--- config.mk ---
export PLATFORM = sky130hd
export DESIGN_NAME = block_owner_allocator_top
export DESIGN_NICKNAME = d
export VERILOG_FILES = /design/src/sv/boa_pkg.sv /design/src/sv/block_owner_allocator_top.sv /design/src/sv/boa_ctrl.sv /design/src/sv/boa_datapath.sv
export VERILOG_INCLUDE_DIRS = /design/src /design/src/sv
export SDC_FILE = /design/constraint.sdc
export NUM_CORES = 1
export LEC_CHECK = 0
export BUFFER_PORTS_ARGS = -buffer_cell sky130_fd_sc_hd__buf_2
export CAP_MARGIN = 20
export CORE_UTILIZATION = 44
export CTS_CLUSTER_SIZE = 8
export DETAILED_ROUTE_END_ITERATION = 10
export REMOVE_ABC_BUFFERS = 1
export SLEW_MARGIN = 40
export SYNTH_ARGS = -nofsm -noshare
export SYNTH_HDL_FRONTEND = slang
export SYNTH_SLANG_ARGS = --single-unit
export TNS_END_PERCENT = 20
--- constraint.sdc ---
create_clock -name clk -period 4.4 [get_ports clk]
set_input_delay 0.22 -clock clk [delete_from_list [all_inputs] [get_ports clk]]
set_output_delay 0.22 -clock clk [all_outputs]
set_load 0.01 [all_outputs]
--- src/sv/block_owner_allocator_top_defines.svh ---
// Assertion macros shared by the block owner allocator RTL files.
`ifndef BLOCK_OWNER_ALLOCATOR_TOP_DEFINES_SVH
`define BLOCK_OWNER_ALLOCATOR_TOP_DEFINES_SVH

`ifndef NO_ASSERTIONS

`define BOA_ASSERT_IMP(label, clk, rst_n, ante, cons) \
    label: assert property (@(posedge clk) disable iff (!rst_n) (ante) |-> (cons)) \
        else $error("same-cycle implication check failed");

`define BOA_ASSERT_NXT(label, clk, rst_n, ante, cons) \
    label: assert property (@(posedge clk) disable iff (!rst_n) (ante) |=> (cons)) \
        else $error("next-cycle implication check failed");

`else

`define BOA_ASSERT_IMP(label, clk, rst_n, ante, cons)

`define BOA_ASSERT_NXT(label, clk, rst_n, ante, cons)

`endif

`endif

--- src/sv/boa_pkg.sv ---
// Types and constants shared by the block owner allocator modules.
`timescale 1ns / 1ps

package boa_pkg;

    localparam int OP_W      = 2;
    localparam int ID_W      = 8;
    localparam int CNT_W     = 6;
    localparam int STS_W     = 2;
    localparam int BLK_W     = 5;
    localparam int FREED_W   = 6;
    localparam int IN_W      = 16;
    localparam int OUT_W     = 16;
    localparam int REQ_LIMIT = 32;
    localparam int FREED_MAX = 63;
    localparam int CFG_RESET = 32;

    localparam logic [OP_W-1:0] OP_CONTIG  = 2'd0;
    localparam logic [OP_W-1:0] OP_SCATTER = 2'd1;
    localparam logic [OP_W-1:0] OP_FREE    = 2'd2;

    typedef enum logic [STS_W-1:0] {
        ST_OK       = 2'd0,
        ST_NO_SPACE = 2'd1,
        ST_SHORT    = 2'd2
    } status_t;

    typedef enum logic [3:0] {
        CS_IDLE,
        CS_DISPATCH,
        CS_CONT_SCAN,
        CS_CONT_EMIT,
        CS_SCAT_COUNT,
        CS_SCAT_EMIT,
        CS_FREE_SCAN,
        CS_FREE_DRAIN,
        CS_SINGLE
    } ctl_state_t;

    typedef struct packed {
        logic    load;
        logic    idx_clr;
        logic    idx_inc;
        logic    idx_seek;
        logic    run_step;
        logic    cnt_step;
        logic    alloc;
        logic    rd_issue;
        logic    k_inc;
        logic    emit;
        logic    emit_blk;
        logic    last;
        status_t code;
    } dp_cmd_t;

    typedef struct packed {
        logic [OP_W-1:0] op;
        logic            cnt_zero;
        logic            idx_end;
        logic            idx_full;
        logic            blk_free;
        logic            run_hit;
        logic            take_zero;
        logic            short_fall;
        logic            k_last_cnt;
        logic            k_last_take;
        logic            out_room;
    } dp_sts_t;

endpackage

--- src/sv/block_owner_allocator_top.sv ---
// Top level of the block owner allocator: configuration register, controller and datapath.
// Contiguous allocate finds the first fitting run and then allocates count blocks; scattered
// allocate counts the free managed blocks and then takes up to count of them; free scans all
// NUM_BLOCKS blocks. The table scan runs at one block per cycle while the output has room.
// One operation is in flight at a time; the next beat is taken in the cycle after the last
// result is queued. Reset clears every used bit at once; the owner memory needs no clearing pass.
`timescale 1ns / 1ps

module block_owner_allocator_top #(
    parameter int NUM_BLOCKS = 32
) (
    input  logic                          clk,
    input  logic                          rst_n,
    input  logic                          s_tvalid,
    output logic                          s_tready,
    // [1:0] opcode, [9:2] file_id, [15:10] block_count
    input  logic [boa_pkg::IN_W-1:0]      s_tdata,
    output logic                          m_tvalid,
    input  logic                          m_tready,
    // [1:0] status, [6:2] block_number, [12:7] freed_count, [15:13] zero
    output logic [boa_pkg::OUT_W-1:0]     m_tdata,
    output logic                          m_tlast,
    input  logic                          cfg_valid,
    output logic                          cfg_ready,
    input  logic [boa_pkg::CNT_W-1:0]     cfg_data
);
    import boa_pkg::*;

    logic [CNT_W-1:0] blocks_in_use_reg;
    dp_cmd_t          cmd;
    dp_sts_t          sts;

    assign cfg_ready = 1'b1;

    always_ff @(posedge clk or negedge rst_n)
    begin
        if (!rst_n)
        begin
            blocks_in_use_reg <= CNT_W'(CFG_RESET);
        end
        else if (cfg_valid && cfg_ready)
        begin
            blocks_in_use_reg <= cfg_data;
        end
    end

    boa_ctrl u_ctrl (
        .clk      (clk),
        .rst_n    (rst_n),
        .s_tvalid (s_tvalid),
        .s_tready (s_tready),
        .sts      (sts),
        .cmd      (cmd)
    );

    boa_datapath #(
        .NUM_BLOCKS (NUM_BLOCKS)
    ) u_datapath (
        .clk           (clk),
        .rst_n         (rst_n),
        .cmd           (cmd),
        .sts           (sts),
        .in_data       (s_tdata),
        .blocks_in_use (blocks_in_use_reg),
        .m_tvalid      (m_tvalid),
        .m_tready      (m_tready),
        .m_tdata       (m_tdata),
        .m_tlast       (m_tlast)
    );

endmodule

--- src/sv/boa_ctrl.sv ---
// Controller state machine that sequences the block table scans.
`timescale 1ns / 1ps
`include "block_owner_allocator_top_defines.svh"

module boa_ctrl (
    input  logic            clk,
    input  logic            rst_n,
    input  logic            s_tvalid,
    output logic            s_tready,
    input  boa_pkg::dp_sts_t sts,
    output boa_pkg::dp_cmd_t cmd
);
    import boa_pkg::*;

    ctl_state_t state_reg;
    ctl_state_t state_next;
    status_t    code_reg;
    status_t    code_next;

    always_ff @(posedge clk or negedge rst_n)
    begin
        if (!rst_n)
        begin
            state_reg <= CS_IDLE;
            code_reg  <= ST_OK;
        end
        else
        begin
            state_reg <= state_next;
            code_reg  <= code_next;
        end
    end

    always_comb
    begin
        state_next = state_reg;
        code_next  = code_reg;
        unique case (state_reg)
            CS_IDLE:
            begin
                if (s_tvalid)
                begin
                    state_next = CS_DISPATCH;
                end
            end
            CS_DISPATCH:
            begin
                if (sts.op == OP_FREE)
                begin
                    state_next = CS_FREE_SCAN;
                end
                else if (sts.op != OP_CONTIG && sts.op != OP_SCATTER)
                begin
                    state_next = CS_IDLE;
                end
                else if (sts.cnt_zero)
                begin
                    state_next = CS_SINGLE;
                    code_next  = ST_OK;
                end
                else if (sts.op == OP_CONTIG)
                begin
                    state_next = CS_CONT_SCAN;
                end
                else
                begin
                    state_next = CS_SCAT_COUNT;
                end
            end
            CS_CONT_SCAN:
            begin
                if (sts.idx_end)
                begin
                    state_next = CS_SINGLE;
                    code_next  = ST_NO_SPACE;
                end
                else if (sts.run_hit)
                begin
                    state_next = CS_CONT_EMIT;
                end
            end
            CS_CONT_EMIT:
            begin
                if (sts.out_room && sts.k_last_cnt)
                begin
                    state_next = CS_IDLE;
                end
            end
            CS_SCAT_COUNT:
            begin
                if (sts.idx_end)
                begin
                    if (sts.take_zero)
                    begin
                        state_next = CS_SINGLE;
                        code_next  = ST_SHORT;
                    end
                    else
                    begin
                        state_next = CS_SCAT_EMIT;
                    end
                end
            end
            CS_SCAT_EMIT:
            begin
                if (sts.blk_free && sts.out_room && sts.k_last_take)
                begin
                    state_next = CS_IDLE;
                end
            end
            CS_FREE_SCAN:
            begin
                if (sts.idx_full)
                begin
                    state_next = CS_FREE_DRAIN;
                end
            end
            CS_FREE_DRAIN:
            begin
                state_next = CS_SINGLE;
                code_next  = ST_OK;
            end
            CS_SINGLE:
            begin
                if (sts.out_room)
                begin
                    state_next = CS_IDLE;
                end
            end
            default:
            begin
                state_next = CS_IDLE;
            end
        endcase
    end

    always_comb
    begin
        cmd      = '0;
        cmd.code = ST_OK;
        s_tready = 1'b0;
        unique case (state_reg)
            CS_IDLE:
            begin
                s_tready = 1'b1;
                cmd.load = s_tvalid;
            end
            CS_DISPATCH:
            begin
                cmd.idx_clr = 1'b1;
            end
            CS_CONT_SCAN:
            begin
                if (!sts.idx_end)
                begin
                    if (sts.run_hit)
                    begin
                        cmd.idx_seek = 1'b1;
                    end
                    else
                    begin
                        cmd.run_step = 1'b1;
                        cmd.idx_inc  = 1'b1;
                    end
                end
            end
            CS_CONT_EMIT:
            begin
                if (sts.out_room)
                begin
                    cmd.alloc    = 1'b1;
                    cmd.emit     = 1'b1;
                    cmd.emit_blk = 1'b1;
                    cmd.last     = sts.k_last_cnt;
                    cmd.idx_inc  = 1'b1;
                    cmd.k_inc    = 1'b1;
                end
            end
            CS_SCAT_COUNT:
            begin
                if (sts.idx_end)
                begin
                    cmd.idx_clr = 1'b1;
                end
                else
                begin
                    cmd.cnt_step = 1'b1;
                    cmd.idx_inc  = 1'b1;
                end
            end
            CS_SCAT_EMIT:
            begin
                if (sts.blk_free)
                begin
                    if (sts.out_room)
                    begin
                        cmd.alloc    = 1'b1;
                        cmd.emit     = 1'b1;
                        cmd.emit_blk = 1'b1;
                        cmd.last     = sts.k_last_take;
                        cmd.code     = sts.short_fall ? ST_SHORT : ST_OK;
                        cmd.idx_inc  = 1'b1;
                        cmd.k_inc    = 1'b1;
                    end
                end
                else
                begin
                    cmd.idx_inc = 1'b1;
                end
            end
            CS_FREE_SCAN:
            begin
                cmd.rd_issue = 1'b1;
                cmd.idx_inc  = 1'b1;
            end
            CS_FREE_DRAIN:
            begin
                cmd.idx_clr = 1'b1;
            end
            CS_SINGLE:
            begin
                if (sts.out_room)
                begin
                    cmd.emit = 1'b1;
                    cmd.last = 1'b1;
                    cmd.code = code_reg;
                end
            end
            default:
            begin
                cmd = '0;
            end
        endcase
    end

    // Enough free blocks were counted, so the allocation pass never runs off the end.
    `BOA_ASSERT_IMP(a_scat_in_range, clk, rst_n, state_reg == CS_SCAT_EMIT, !sts.idx_end)
    `BOA_ASSERT_NXT(a_last_to_idle, clk, rst_n, cmd.emit && cmd.last, state_reg == CS_IDLE)
    `BOA_ASSERT_IMP(a_ready_only_idle, clk, rst_n, s_tready, state_reg == CS_IDLE)

endmodule

--- src/sv/boa_datapath.sv ---
// Datapath: block used bits, owner memory, scan counters and the result register.
`timescale 1ns / 1ps
`include "block_owner_allocator_top_defines.svh"

module boa_datapath #(
    parameter int NUM_BLOCKS = 32
) (
    input  logic                           clk,
    input  logic                           rst_n,
    input  boa_pkg::dp_cmd_t               cmd,
    output boa_pkg::dp_sts_t               sts,
    input  logic [boa_pkg::IN_W-1:0]       in_data,
    input  logic [boa_pkg::CNT_W-1:0]      blocks_in_use,
    output logic                           m_tvalid,
    input  logic                           m_tready,
    output logic [boa_pkg::OUT_W-1:0]      m_tdata,
    output logic                           m_tlast
);
    import boa_pkg::*;

    localparam int AW = $clog2(NUM_BLOCKS);
    localparam int IW = $clog2(NUM_BLOCKS + 1);
    localparam int XW = ((IW > CNT_W) ? IW : CNT_W) + 1;
    localparam int PAD_W = OUT_W - STS_W - BLK_W - FREED_W;

    logic [OP_W-1:0]       op_reg;
    logic [ID_W-1:0]       id_reg;
    logic [CNT_W-1:0]      cnt_reg;
    logic [IW-1:0]         n_reg;
    logic [IW-1:0]         idx_reg;
    logic [IW-1:0]         idx_next;
    logic [CNT_W-1:0]      run_reg;
    logic [CNT_W-1:0]      run_next;
    logic [CNT_W-1:0]      k_reg;
    logic [CNT_W-1:0]      k_next;
    logic [IW-1:0]         fcnt_reg;
    logic [IW-1:0]         fcnt_next;
    logic [IW-1:0]         freed_reg;
    logic [IW-1:0]         freed_next;
    logic [NUM_BLOCKS-1:0] used_reg;
    logic [ID_W-1:0]       owner_mem [NUM_BLOCKS];
    logic                  rd_valid_reg;
    logic [AW-1:0]         rd_idx_reg;
    logic [ID_W-1:0]       rd_data_reg;
    logic                  out_valid_reg;
    logic                  out_valid_next;
    status_t               out_status_reg;
    logic [BLK_W-1:0]      out_block_reg;
    logic [FREED_W-1:0]    out_freed_reg;
    logic                  out_last_reg;

    logic [OP_W-1:0]       in_op;
    logic [ID_W-1:0]       in_id;
    logic [CNT_W-1:0]      in_cnt;
    logic [CNT_W-1:0]      cnt_clamp;
    logic [IW-1:0]         n_sel;
    logic [AW-1:0]         addr;
    logic                  blk_free;
    logic                  short_fall;
    logic [CNT_W-1:0]      take;
    logic [IW-1:0]         seek;
    logic [FREED_W-1:0]    freed_sat;
    logic                  free_hit;
    logic                  out_room;

    assign in_op  = in_data[OP_W-1:0];
    assign in_id  = in_data[OP_W+ID_W-1:OP_W];
    assign in_cnt = in_data[OP_W+ID_W+CNT_W-1:OP_W+ID_W];

    assign cnt_clamp = (in_cnt > CNT_W'(REQ_LIMIT)) ? CNT_W'(REQ_LIMIT) : in_cnt;
    assign n_sel = (XW'(blocks_in_use) < XW'(NUM_BLOCKS)) ? IW'(blocks_in_use)
                                                          : IW'(NUM_BLOCKS);

    assign addr     = idx_reg[AW-1:0];
    assign blk_free = !used_reg[addr];

    assign short_fall = XW'(fcnt_reg) < XW'(cnt_reg);
    assign take       = short_fall ? CNT_W'(fcnt_reg) : cnt_reg;

    // The run that just completed ends at idx, so it starts count-1 blocks back.
    assign seek = IW'(XW'(idx_reg) + XW'(1) - XW'(cnt_reg));

    assign freed_sat = (XW'(freed_reg) > XW'(FREED_MAX)) ? FREED_W'(FREED_MAX)
                                                         : FREED_W'(freed_reg);
    assign free_hit  = rd_valid_reg && used_reg[rd_idx_reg] && (rd_data_reg == id_reg);
    assign out_room  = !out_valid_reg || m_tready;

    always_comb
    begin
        sts             = '0;
        sts.op          = op_reg;
        sts.cnt_zero    = (cnt_reg == '0);
        sts.idx_end     = (idx_reg == n_reg);
        sts.idx_full    = (idx_reg == IW'(NUM_BLOCKS - 1));
        sts.blk_free    = blk_free;
        sts.run_hit     = blk_free && ((run_reg + CNT_W'(1)) == cnt_reg);
        sts.take_zero   = (take == '0);
        sts.short_fall  = short_fall;
        sts.k_last_cnt  = ((k_reg + CNT_W'(1)) == cnt_reg);
        sts.k_last_take = ((k_reg + CNT_W'(1)) == take);
        sts.out_room    = out_room;
    end

    always_comb
    begin
        idx_next = idx_reg;
        if (cmd.load || cmd.idx_clr)
        begin
            idx_next = '0;
        end
        else if (cmd.idx_seek)
        begin
            idx_next = seek;
        end
        else if (cmd.idx_inc)
        begin
            idx_next = idx_reg + IW'(1);
        end

        run_next = run_reg;
        if (cmd.load)
        begin
            run_next = '0;
        end
        else if (cmd.run_step)
        begin
            run_next = blk_free ? (run_reg + CNT_W'(1)) : '0;
        end

        k_next = cmd.load ? '0 : (cmd.k_inc ? (k_reg + CNT_W'(1)) : k_reg);

        fcnt_next = fcnt_reg;
        if (cmd.load)
        begin
            fcnt_next = '0;
        end
        else if (cmd.cnt_step && blk_free)
        begin
            fcnt_next = fcnt_reg + IW'(1);
        end

        freed_next = cmd.load ? '0 : (free_hit ? (freed_reg + IW'(1)) : freed_reg);

        out_valid_next = cmd.emit ? 1'b1 : (m_tready ? 1'b0 : out_valid_reg);
    end

    always_ff @(posedge clk or negedge rst_n)
    begin
        if (!rst_n)
        begin
            op_reg        <= '0;
            cnt_reg       <= '0;
            n_reg         <= '0;
            idx_reg       <= '0;
            run_reg       <= '0;
            k_reg         <= '0;
            fcnt_reg      <= '0;
            freed_reg     <= '0;
            used_reg      <= '0;
            rd_valid_reg  <= 1'b0;
            out_valid_reg <= 1'b0;
        end
        else
        begin
            if (cmd.load)
            begin
                op_reg  <= in_op;
                cnt_reg <= cnt_clamp;
                n_reg   <= n_sel;
            end
            idx_reg       <= idx_next;
            run_reg       <= run_next;
            k_reg         <= k_next;
            fcnt_reg      <= fcnt_next;
            freed_reg     <= freed_next;
            rd_valid_reg  <= cmd.rd_issue;
            out_valid_reg <= out_valid_next;
            if (free_hit)
            begin
                used_reg[rd_idx_reg] <= 1'b0;
            end
            if (cmd.alloc)
            begin
                used_reg[addr] <= 1'b1;
            end
        end
    end

    // Payload registers and the owner memory carry no reset.
    always_ff @(posedge clk)
    begin
        if (cmd.load)
        begin
            id_reg <= in_id;
        end
        if (cmd.alloc)
        begin
            owner_mem[addr] <= id_reg;
        end
        rd_data_reg <= owner_mem[addr];
        rd_idx_reg  <= addr;
        if (cmd.emit)
        begin
            out_status_reg <= cmd.code;
            out_block_reg  <= cmd.emit_blk ? BLK_W'(XW'(idx_reg)) : '0;
            out_freed_reg  <= freed_sat;
            out_last_reg   <= cmd.last;
        end
    end

    assign m_tvalid = out_valid_reg;
    assign m_tlast  = out_last_reg;
    assign m_tdata  = {{PAD_W{1'b0}}, out_freed_reg, out_block_reg, out_status_reg};

    `BOA_ASSERT_IMP(a_alloc_free, clk, rst_n, cmd.alloc, blk_free)
    `BOA_ASSERT_IMP(a_emit_room, clk, rst_n, cmd.emit, out_room)
    `BOA_ASSERT_IMP(a_release_only_on_free, clk, rst_n, free_hit, op_reg == OP_FREE)

endmodule
==> results by group, run 1 <==
Yosys
  • Post-synth top area cell: edfxtp_1
  • Flops & latches, synth: ~380
  • Syn avg cell area: between 15 and 20 sq um
  • Yosys cell types: 74
  • Mapped Cells: around 1.1k
  • Top FF cell, synth: edfxtp_1
  • Yosys warns: 0
  • Mapped cell area: about 17000 sq um
  • Register area share after synthesis: about two thirds
  • Synth area leaders: edfxtp_1, dfrtp_1, mux4_2
  • EDFF count, synth: 278
  • Most frequent cell after synthesis: edfxtp_1
  • Asr flop ratio synth: a little under a quarter
  • Most common library cells after synthesis: edfxtp_1, dfrtp_1, mux4_2, o21ai_0, nand2_1
  • Top-area cell type share of the netlist area: about 50%

Setup path
  • Critical Path Sink: u_datapath.owner_mem[19][0]
  • Crit Path Category: register to register
  • Crit path top cell by count: buf_4
  • Max incr delay on CP: ~0.75 ns
  • Worst r2r dst: u_datapath.owner_mem[19][0]
  • Setup crit end kind: register
  • Startpoint Class: register
  • Worst Path Arrival: roughly 3.7 ns
  • Critical path cell sequence: mux4_2 > and3_1 > nor3_2 > o211ai_2 > a21oi_2 > buf_4 > nand2_1 > buf_4 > nor2_1 > buf_4
  • FF-to-FF setup slack: roughly 1 ns
  • CP Launch Point: u_datapath.idx_reg[1]
  • CP Max Fanout: 33
  • R2R depth: 10
  • R2R Path Start: u_datapath.idx_reg[1]
  • Critical Path RT: between 4 and 5 ns
  • Crit-path slowest cell: dfrtp_4

Cells and area
  • Largest register FFs: about 260
  • Post-route cell area: 19400 sq um
  • Antenna diodes: 0
  • Layout cells sized above 1: between 20% and 30%
  • Nets: 1261
  • Layout area overhead: 16.8%

Timing
  • Slew margin rel.: between 40% and 50%
  • Fin crit share: between 70% and 80%
  • Final Max Slew Viols: 0
  • Final Hold Fails: 0
  • Worst clock skew: between 0.02 and 0.025 ns
  • FMAX: about 0.3 GHz
  • RSZ-0062 raised after global routing: false
  • Period minus WS final: around 3.4 ns
  • Final-report setup violation count: 0
  • Worst-Margin Slew: 0.828 ns
  • Setup TNS Final: 0 ns

Power
  • Worst vdd ir: between 300 and 400 uV
  • PD cells: 392 nW/um^2
  • Leak: 0.00681 uW

Floorplanning
  • Die area: ~39000 sq um
  • Core Area: 36900 sq um
  • Starting Density: a little under half
  • # rows: 70
  • Die Height: 196 microns
  • Chip Width: 196 microns
  • # IOs: 47

Detailed routing
  • Total Wirelength: approximately 40 mm
  • # DRC: 0
  • First-pass DRT Iterations: 7
  • WL/cell: 22.2 microns
  • Initial DRC Count: roughly 800
  • Via count: between 9k and 10k
  • Vias/cell: between 5 and 6
  • Routed Antenna Nets: 0

Status
  • Status: complete, no violations

Global route
  • Gr usage total: 20.8%
  • Total grt overflow: 0
  • Initial antenna violation count: 0
  • Largest net degree at the start of global routing: between 50 and 60
  • First-pass GRT wire length: just over 60 mm
  • Vias in the first global route: 10.0k

Placement
  • Gp weighted congestion: ~0.86
  • Port Buffer Count: 42
  • DP HPWL: between 20 and 25 mm
  • Placed cell area: around 18000 sq um

CTS
  • Root Buffer: clkbuf_16
  • Later-pin clock latency in the skew report: slightly below 0.6 ns
  • Reg clk slew, reported paths: about 0.05 ns
  • Cells resized by post-CTS repair: 0
  • Postcts setup bufs: 0
  • CTS max path bufs: 3
  • TritonCTS sink count: between 300 and 400
  • H-Tree Depth: 2
  • CTS tree: yes
  • Hold buffers post-CTS: 34
  • TritonCTS Buffers: 53

Hold path
  • Hold Path Class: input pin to register

Flow run
  • Max-cap violations: 0
==> kinds of logic after synthesis <==
kind of cell	share of synthesized area, %
DFF	65.3
muxes	12.1
other	0.0451
AOI/OAI and AO/OA	7.37
xor gates and xnor gates	3.07
and+or+nand+nor	8.27
adders and majority gates	1.77
buffers and inverters	2.08
==> report_power, final <==
part | switching [uW] | leakage, uW | internal, uW
logic | 28.6 | 0.00255 | 36.0
clock network | 1470 | 0.000724 | 2240
registers | 3.70 | 0.00353 | 3830
total | 1510 | 0.00681 | 6110
==> routing by layer <==
layer | vias up | routed length, microns | track usage [%]
met4 | 0 | 792 | 6.13
met2 | 314 | 18200 | 32.3
met3 | 57 | 2040 | 3.03
met5 | - | 0 | 0
li1 | 4463 | - | -
met1 | 5111 | 17800 | 30.5
==> worst min path at each step <==
stage                        start               endpoint  depth (start not counted)
after floorplan              rst_n   blocks_in_use_reg[0]                          0
after global placement       rst_n  u_datapath.run_reg[0]                          1
after detailed placement     rst_n  u_datapath.run_reg[0]                          1
after CTS                 m_tready    u_ctrl.state_reg[3]                          3
after global routing      m_tready    u_ctrl.state_reg[3]                          3
final                     m_tready    u_ctrl.state_reg[3]                          3
==> stage by stage <==
step / power (uW) / utilization (%) / hold slack (ns) / std cells / worst slack (ns)
after floorplan: 3910 / - / -0.0756 / 1035 / -1.51
after global routing: 7820 / 52.7 / 0.0456 / 1748 / 0.790
after CTS: 7690 / 52.7 / 0.0225 / 1748 / 0.963
after global placement: 3940 / 47.6 / 0.305 / 1626 / 1.05
final: 7610 / 52.7 / 0.0439 / 1748 / 0.989
after detailed placement: 3940 / 47.6 / 0.304 / 1626 / 0.988
==> area by class of cell <==
cell class              instances  area, sq um
inverters                      20         75.1
flip-flops and latches        381        10900
repair buffers                121          895
fillers                      3077        17400
clock buffers                  85         1460
well taps                     504          631
clock inverters                 3         68.8
multi-input cells             634         5440
==> worst max-delay path, delay by kind of cell, from the launching register on <==
family,cells,cell delay [ns]
DFF,1,0.75
AOI/OAI and AO/OA,2,0.33
muxes,1,0.55
buffers and inverters,3,0.68
and+or+nand+nor,4,0.77
==> cell usage in the layout, fill, tap and decap left out, drive strengths merged, types with 11 or more instances in the layout <==
master,netlist,final
edfxtp,278,278
dfrtp,89,89
buf,31,87
clkbuf,23,85
o21ai,82,82
mux4,76,76
nand2,70,70
nor2,59,59
dlygate4sd3,0,34
a22oi,32,32
xor2,25,25
xnor2,23,23
and3,22,22
ha,22,22
inv,19,20
nand3,19,19
mux2i,18,18
a21oi,18,18
nand3b,17,17
nor3,16,16
dfxtp,13,13
nand2b,11,11
nor2b,11,11
nor4,11,11
mux2,11,11
No activity file was read; power rests on OpenSTA's default activity.
==> run 2, diff against run 1 <==
Clock period 4.4 ns to 3 ns, I/O delays scaled along.
==> run 2 against run 1 <==
Clock power grew 49%. Final area grew 2.3%. Clock-buffer cell count grew 10.
==> results by group, run 2 (synthesis gave the netlist of run 1 again) <==
Status
  • Status: complete, no violations (unchanged)

Timing
  • Worst clock skew: 0.0317 ns (was 0.0222 ns)
  • Setup TNS Final: 0 ns (unchanged)
  • Final Hold Fails: 0 (unchanged)
  • Post-route worst setup slack: 0.106 ns (was 0.989 ns)
  • Period minus WS final: 2.89 ns (was 3.41 ns)
  • Final Max Slew Viols: 0 (unchanged)
  • Fin crit share: 96.5% (was 77.5%)
  • Slew margin rel.: 53.7% (was 44.8%)
  • RSZ-0062 raised after global routing: true (was false)
  • Worst-Margin Slew: 0.685 ns (was 0.828 ns)
  • Final-report setup violation count: 0 (unchanged)
  • FMAX: 0.346 GHz (was 0.293 GHz)

CTS
  • Reg clk slew, reported paths: 0.06 ns (was 0.05 ns)
  • TritonCTS Buffers: 53 (unchanged)
  • CTS tree: yes (unchanged)
  • H-Tree Depth: 2 (unchanged)
  • Root Buffer: clkbuf_16 (unchanged)
  • TritonCTS sink count: 381 (unchanged)
  • Later-pin clock latency in the skew report: 0.61 ns (was 0.59 ns)
  • CTS max path bufs: 3 (unchanged)

Cells and area
  • Layout cells sized above 1: 23.3% (was 20.3%)
  • Final cell count without fillers: 1801 (was 1748)
  • Layout area overhead: 19.5% (was 16.8%)
  • Sequential cell area: 10900 sq um (about the same)
  • Largest register FFs: 256 (unchanged)
  • Final Util: 53.9% (was 52.7%)
  • Nets: 1305 (was 1261)
  • Layout filler cell count: 3003 (was 3077)
  • Antenna diodes: 0 (unchanged)
  • Commonest non-fill, non-tap cells in the layout: edfxtp_1, dfrtp_1, buf_4, mux4_2, o21ai_0 (was edfxtp_1, dfrtp_1, mux4_2, o21ai_0, nand2_1)
  • Most common cell after layout, fill and taps aside: edfxtp_1 (unchanged)
  • Multi-input logic area: 5450 sq um (was 5440 sq um)

Global route
  • Largest net degree at the start of global routing: 68 (was 53)
  • Total grt overflow: 0 (unchanged)
  • First-pass GRT wire length: 62.5 mm (was 60.5 mm)
  • Gr usage total: 21.4% (was 20.8%)
  • Vias in the first global route: 10.3k (was 10.0k)
  • Initial antenna violation count: 0 (unchanged)

Power
  • Internal: 9000 uW (was 6110 uW)
  • Leak: 0.00706 uW (was 0.00681 uW)
  • Gate power share: 0.9% (was 0.8%)
  • Worst vdd ir: 408 uV (was 319 uV)
  • Clock power frac: 49.2% (was 48.8%)
  • Switching part of the total: 20.0% (was 19.8%)
  • Sw power: 2250 uW (was 1510 uW)
  • Share of total power in sequential cells: 49.9% (was 50.3%)
  • PD cells: 566 nW/um^2 (was 392 nW/um^2)

Floorplanning
  • # IOs: 47 (unchanged)
  • Core Area: 36900 sq um (unchanged)
  • Die Height: 196 microns (unchanged)
  • # rows: 70 (unchanged)
  • Die area: 38600 sq um (unchanged)
  • Chip Width: 196 microns (unchanged)
  • Starting Density: 45.1% (unchanged)

Setup path
  • Critical Path RT: 3.28 ns (was 4.70 ns)
  • Worst Path Arrival: 3.18 ns (was 3.71 ns)
  • Startpoint Class: register (unchanged)
  • Crit Path Category: register to register (unchanged)
  • Setup crit end kind: register (unchanged)
  • Crit path top cell by count: buf_4 (unchanged)
  • CP Max Fanout: 23 (was 33)
  • CP Launch Point: u_datapath.idx_reg[1] (unchanged)
  • FF-to-FF setup slack: 0.11 ns (was 0.99 ns)
  • Crit-path slowest cell: dfrtp_4 (unchanged)
  • R2R Path Start: u_datapath.idx_reg[1] (unchanged)
  • Max incr delay on CP: 0.56 ns (was 0.75 ns)
  • Critical path cell sequence: buf_4 > mux4_2 > and3_1 > nor3_4 > o211ai_2 > a21oi_2 > buf_12 > nand2_2 > nor2_1 > buf_4 (was mux4_2 > and3_1 > nor3_2 > o211ai_2 > a21oi_2 > buf_4 > nand2_1 > buf_4 > nor2_1 > buf_4)

Hold path
  • Hold Path Class: input pin to async pin (was input pin to register)

Detailed routing
  • First-pass DRT Iterations: 6 (was 7)
  • Routed Antenna Nets: 0 (unchanged)
  • Initial DRC Count: 784 (was 803)
  • Total Wirelength: 40.1 mm (was 38.9 mm)
  • # DRC: 0 (unchanged)
  • Vias/cell: 5.64 (was 5.69)
  • WL/cell: 22.3 microns (was 22.2 microns)
  • Via count: 10.2k (was 9945)

Placement
  • Port Buffer Count: 42 (unchanged)
  • Setup WS pre-CTS: -0.0306 ns (was 0.988 ns)
  • Gp weighted congestion: 0.846 (was 0.861)
  • DP HPWL: 26.3 mm (was 24.6 mm)
  • Inst Count DP: 1668 (was 1626)

Flow run
  • Max-cap violations: 0 (unchanged)
-- run 2: cell types whose count changed in the layout (fill, tap and decap cells not counted), moves of 3 or more --
cell	change
clkbuf_1	+10
and3_2	+3
buf_4	+35
buf_12	+7
and3_1	-3
-- run 2: area by class of cell --
cell class / instances / area share (%)
clock inverters: 2 / 0.201
multi-input cells: 634 / 27.4
repair buffers: 165 / 6.64
inverters: 20 / 0.378
well taps: 504 / 3.17
clock buffers: 95 / 7.51
flip-flops and latches: 381 / 54.7
-- run 2: path summary, 6_finish.rpt --
path,to,cells after the start
min in group clk,u_datapath.op_reg[1],5
setup / recovery,u_datapath.owner_mem[10][7],10
max in group asynchronous,blocks_in_use_reg[5],3
setup reg to reg,u_datapath.owner_mem[10][7],10
hold / removal,u_datapath.fcnt_reg[1],2
hold reg to reg,u_datapath.out_freed_reg[5],0
-- run 2: what timing repair did --
| action | CTS | global route |
|---|---|---|
| hold buffers | 34 | 0 |
| buffers inserted | 0 | 2 |
| hold endpoints to repair | 88 | 0 |
| setup endpoints to repair | 40 | 251 |
| resized for setup | 1 | 8 |
-- run 2: power groups by stage --
stage	Clock [uW]	Combinational [uW]	Sequential, uW
floorplan	0	14.4	5720
global placement	0	60.5	5720
detailed placement	0	62.3	5720
CTS	5640	97.3	5620
global route	5840	109	5620
finish	5540	97.8	5620
-- run 2: per-layer routing --
layer  part of all wire, %  track usage (%)
met1                    45             31.7
met2                    46             32.8
met3                   7.1             3.63
met4                   1.8             6.11
met5                     0                0
-- run 2: per-stage QoR --
| stage | hold slack (ns) | total power (uW) | cell area [sq um] |
|---|---|---|---|
| global placement | 0.327 | 5780 | 18000 |
| finish | 0.109 | 11300 | 19900 |
| detailed placement | 0.204 | 5780 | 18000 |
| global route | 0.174 | 11600 | 19900 |
| floorplan | -0.146 | 5730 | 16400 |
| CTS | 0.0979 | 11400 | 19800 |
-- run 2: worst max-delay path, delay by kind of cell (launching register included) --
kind	cells	cell delay (ns)
and+or+nand+nor	4	0.79
buffers and inverters	3	0.59
DFF	1	0.56
AOI/OAI and AO/OA	2	0.35
muxes	1	0.27
==> run 3, diff against run 2 <==
Settings changed: MAX_ROUTING_LAYER set to met4.
Clock period 3 ns to 2.55 ns, I/O delays scaled along.
==> run 3 against run 2 <==
The run now ends with negative setup slack left. Sequential cell count unchanged. Sequential power increased by 18%. Worst hold slack got worse by 0.050 ns. Core utilization increased by 2.7 points. First-iteration DRC count increased by 1.4%. Register-to-register slack got worse by 0.28 ns. Clock-buffer cell count decreased by 11. Clock skew decreased by 0.020 ns.
==> results by group, run 3 (synthesis gave the netlist of run 1 again) <==
Detailed routing
  • Vias/cell: 5.59 (was 5.64)
  • # DRC: 0 (unchanged)
  • Via count: 10.4k (was 10.2k)
  • Total Wirelength: 41.4 mm (was 40.1 mm)
  • First-pass DRT Iterations: 5 (was 6)
  • WL/cell: 22.2 microns (was 22.3 microns)
  • Initial DRC Count: 795 (was 784)
  • Routed Antenna Nets: 0 (unchanged)

Global route
  • First-pass GRT wire length: 64.2 mm (was 62.5 mm)
  • Vias in the first global route: 10.7k (was 10.3k)
  • Gr usage total: 22.9% (was 21.4%)
  • Initial antenna violation count: 0 (unchanged)
  • Total grt overflow: 0 (unchanged)
  • Largest net degree at the start of global routing: 53 (was 68)

Setup path
  • Crit-path slowest cell: mux4_2 (was dfrtp_4)
  • Max incr delay on CP: 0.53 ns (was 0.56 ns)
  • CP top delay family: compound AO/OA/AOI/OAI gates (was simple AND/OR/NAND/NOR gates)
  • Crit Path Category: register to register (unchanged)
  • CP Buf/Inv Count: 2 (was 3)
  • Critical path cell sequence: mux4_2 > a31o_1 > a22oi_4 > o211ai_4 > a21oi_4 > buf_12 > nand2_4 > nor2_1 > buf_4 (was buf_4 > mux4_2 > and3_1 > nor3_4 > o211ai_2 > a21oi_2 > buf_12 > nand2_2 > nor2_1 > buf_4)
  • Worst Path Arrival: 3.01 ns (was 3.18 ns)
  • CP Max Fanout: 8 (was 23)
  • Startpoint Class: register (unchanged)
  • Setup crit end kind: register (unchanged)
  • Critical Path RT: 2.84 ns (was 3.28 ns)

Cells and area
  • Layout cells sized above 1: 30.8% (was 23.3%)
  • Antenna diodes: 0 (unchanged)
  • Nets: 1381 (was 1305)
  • Commonest non-fill, non-tap cells in the layout: edfxtp_1, buf_4, dfrtp_1, mux4_2, nand2_1 (was edfxtp_1, dfrtp_1, buf_4, mux4_2, o21ai_0)
  • Final cell count without fillers: 1866 (was 1801)
  • Most common cell after layout, fill and taps aside: edfxtp_1 (unchanged)
  • Layout area overhead: 25.5% (was 19.5%)
  • Largest register FFs: 256 (unchanged)

Placement
  • Inst Count DP: 1741 (was 1668)
  • Setup WS pre-CTS: -0.359 ns (was -0.0306 ns)
  • Gp weighted congestion: 0.865 (was 0.846)
  • DP HPWL: 27.5 mm (was 26.3 mm)
  • Port Buffer Count: 42 (unchanged)

Timing
  • Slew margin rel.: 53.0% (was 53.7%)
  • Fin crit share: 107% (was 96.5%)
  • Worst clock skew: 0.0117 ns (was 0.0317 ns)
  • Period minus WS final: 2.72 ns (was 2.89 ns)
  • RSZ-0062 raised after global routing: true (unchanged)
  • Final Max Slew Viols: 0 (unchanged)
  • Final-report setup violation count: 282 (was 0)
  • Final Hold Fails: 0 (unchanged)
  • Setup TNS Final: -33.47 ns (was 0 ns)
  • FMAX: 0.367 GHz (was 0.346 GHz)
  • Post-route worst setup slack: -0.172 ns (was 0.106 ns)
  • Worst-Margin Slew: 0.705 ns (was 0.685 ns)

Floorplanning
  • Starting Density: 45.1% (unchanged)
  • Die area: 38600 sq um (unchanged)
  • Core Area: 36900 sq um (unchanged)
  • Chip Width: 196 microns (unchanged)
  • # rows: 70 (unchanged)
  • # IOs: 47 (unchanged)
  • Die Height: 196 microns (unchanged)

CTS
  • TritonCTS sink count: 381 (unchanged)
  • CTS max path bufs: 3 (unchanged)
  • CTS tree: yes (unchanged)
  • TritonCTS Buffers: 53 (unchanged)
  • Later-pin clock latency in the skew report: 0.59 ns (was 0.61 ns)
  • Root Buffer: clkbuf_16 (unchanged)
  • Reg clk slew, reported paths: 0.06 ns (about the same)
  • H-Tree Depth: 2 (unchanged)

Power
  • Share of total power in sequential cells: 50.4% (was 49.9%)
  • Leak: 0.00746 uW (was 0.00706 uW)
  • Clock power frac: 48.8% (was 49.2%)
  • Switching part of the total: 20.1% (was 20.0%)
  • Pwr Total: 13100 uW (was 11300 uW)
  • Gate power share: 0.9% (about the same)
  • Worst vdd ir: 603 uV (was 408 uV)
  • Internal: 10500 uW (was 9000 uW)
  • Sw power: 2640 uW (was 2250 uW)
  • PD cells: 629 nW/um^2 (was 566 nW/um^2)

Status
  • Status: finished, violations left (was complete, no violations)
  • Violated checks: negative setup slack

Flow run
  • Max-cap violations: 0 (unchanged)

Hold path
  • Hold Path Class: input pin to register (was input pin to async pin)
## run 3: cell count changes in the layout (fill, tap and decap cells not counted), sizes merged
cell and change:
buf +76, clkbuf -11, clkinv +3, inv -3
## run 3: worst paths after layout
| check | start | end | slack [ns] | depth (start not counted) |
|---|---|---|---|---|
| max in group asynchronous | rst_n | u_datapath.used_reg[29] | 1.76 | 3 |
| worst min-delay path | s_tvalid | u_datapath.fcnt_reg[3] | 0.06 | 4 |
| min in group asynchronous | rst_n | u_datapath.k_reg[1] | 0.13 | 2 |
| worst min register to register | u_datapath.n_reg[4] | u_datapath.n_reg[4] | 0.48 | 2 |
| worst max-delay path | u_datapath.idx_reg[1] | u_datapath.owner_mem[25][3] | -0.17 | 9 |
| worst max register to register | u_datapath.idx_reg[1] | u_datapath.owner_mem[25][3] | -0.17 | 9 |
## run 3: layout make-up
cell class,count,area [sq um]
Fill cell,2901,16000
Clock buffer,84,1440
Inverter,20,75.1
Tap cell,504,631
Timing Repair Buffer,241,2050
Sequential cell,381,10900
Multi-Input combinational cell,634,5760
Clock inverter,2,46.3
## run 3: power groups by stage
stage	clock network [uW]	logic (uW)	registers, uW
2_1_floorplan	0	16.9	6720
3_3_place_gp	0	73.2	6730
3_5_place_dp	0	74.3	6730
4_1_cts	6510	116	6610
5_1_grt	6770	130	6610
6_report	6400	115	6610
## run 3: worst register-to-register path, cell delays in order, from the launching register on
cell      delay [ns]
dfrtp_4         0.46
mux4_2          0.54
a31o_1          0.25
a22oi_4         0.16
o211ai_4        0.12
a21oi_4         0.27
buf_12          0.19
nand2_4         0.12
nor2_1          0.11
buf_4           0.20
## run 3: repair_timing
action,CTS,global route
endpoints found under the hold margin,76,0
gates resized for setup,74,57
endpoints found under the setup margin,312,329
gates cloned,2,0
hold buffers,34,0
buffers inserted,3,0
pin swaps,15,6
## run 3: metal layers
layer / track usage [%] / up-vias / share of wire, %
met5: - / - / 0
met4: 7.18 / 0 / 2.5
met3: 4.64 / 72 / 6.8
met2: 33.8 / 359 / 46
met1: 32.0 / 5275 / 44
li1: - / 4731 / -
## run 3: through the flow
step | area, sq um | utilization (%) | hold WS, ns
2_1_floorplan | 16400 | - | -0.168
3_3_place_gp | 18500 | 50.2 | 0.223
3_5_place_dp | 18500 | 50.2 | 0.222
4_1_cts | 20700 | 56.1 | 0.0636
5_1_grt | 20900 | 56.6 | 0.0887
6_report | 20900 | 56.6 | 0.0584
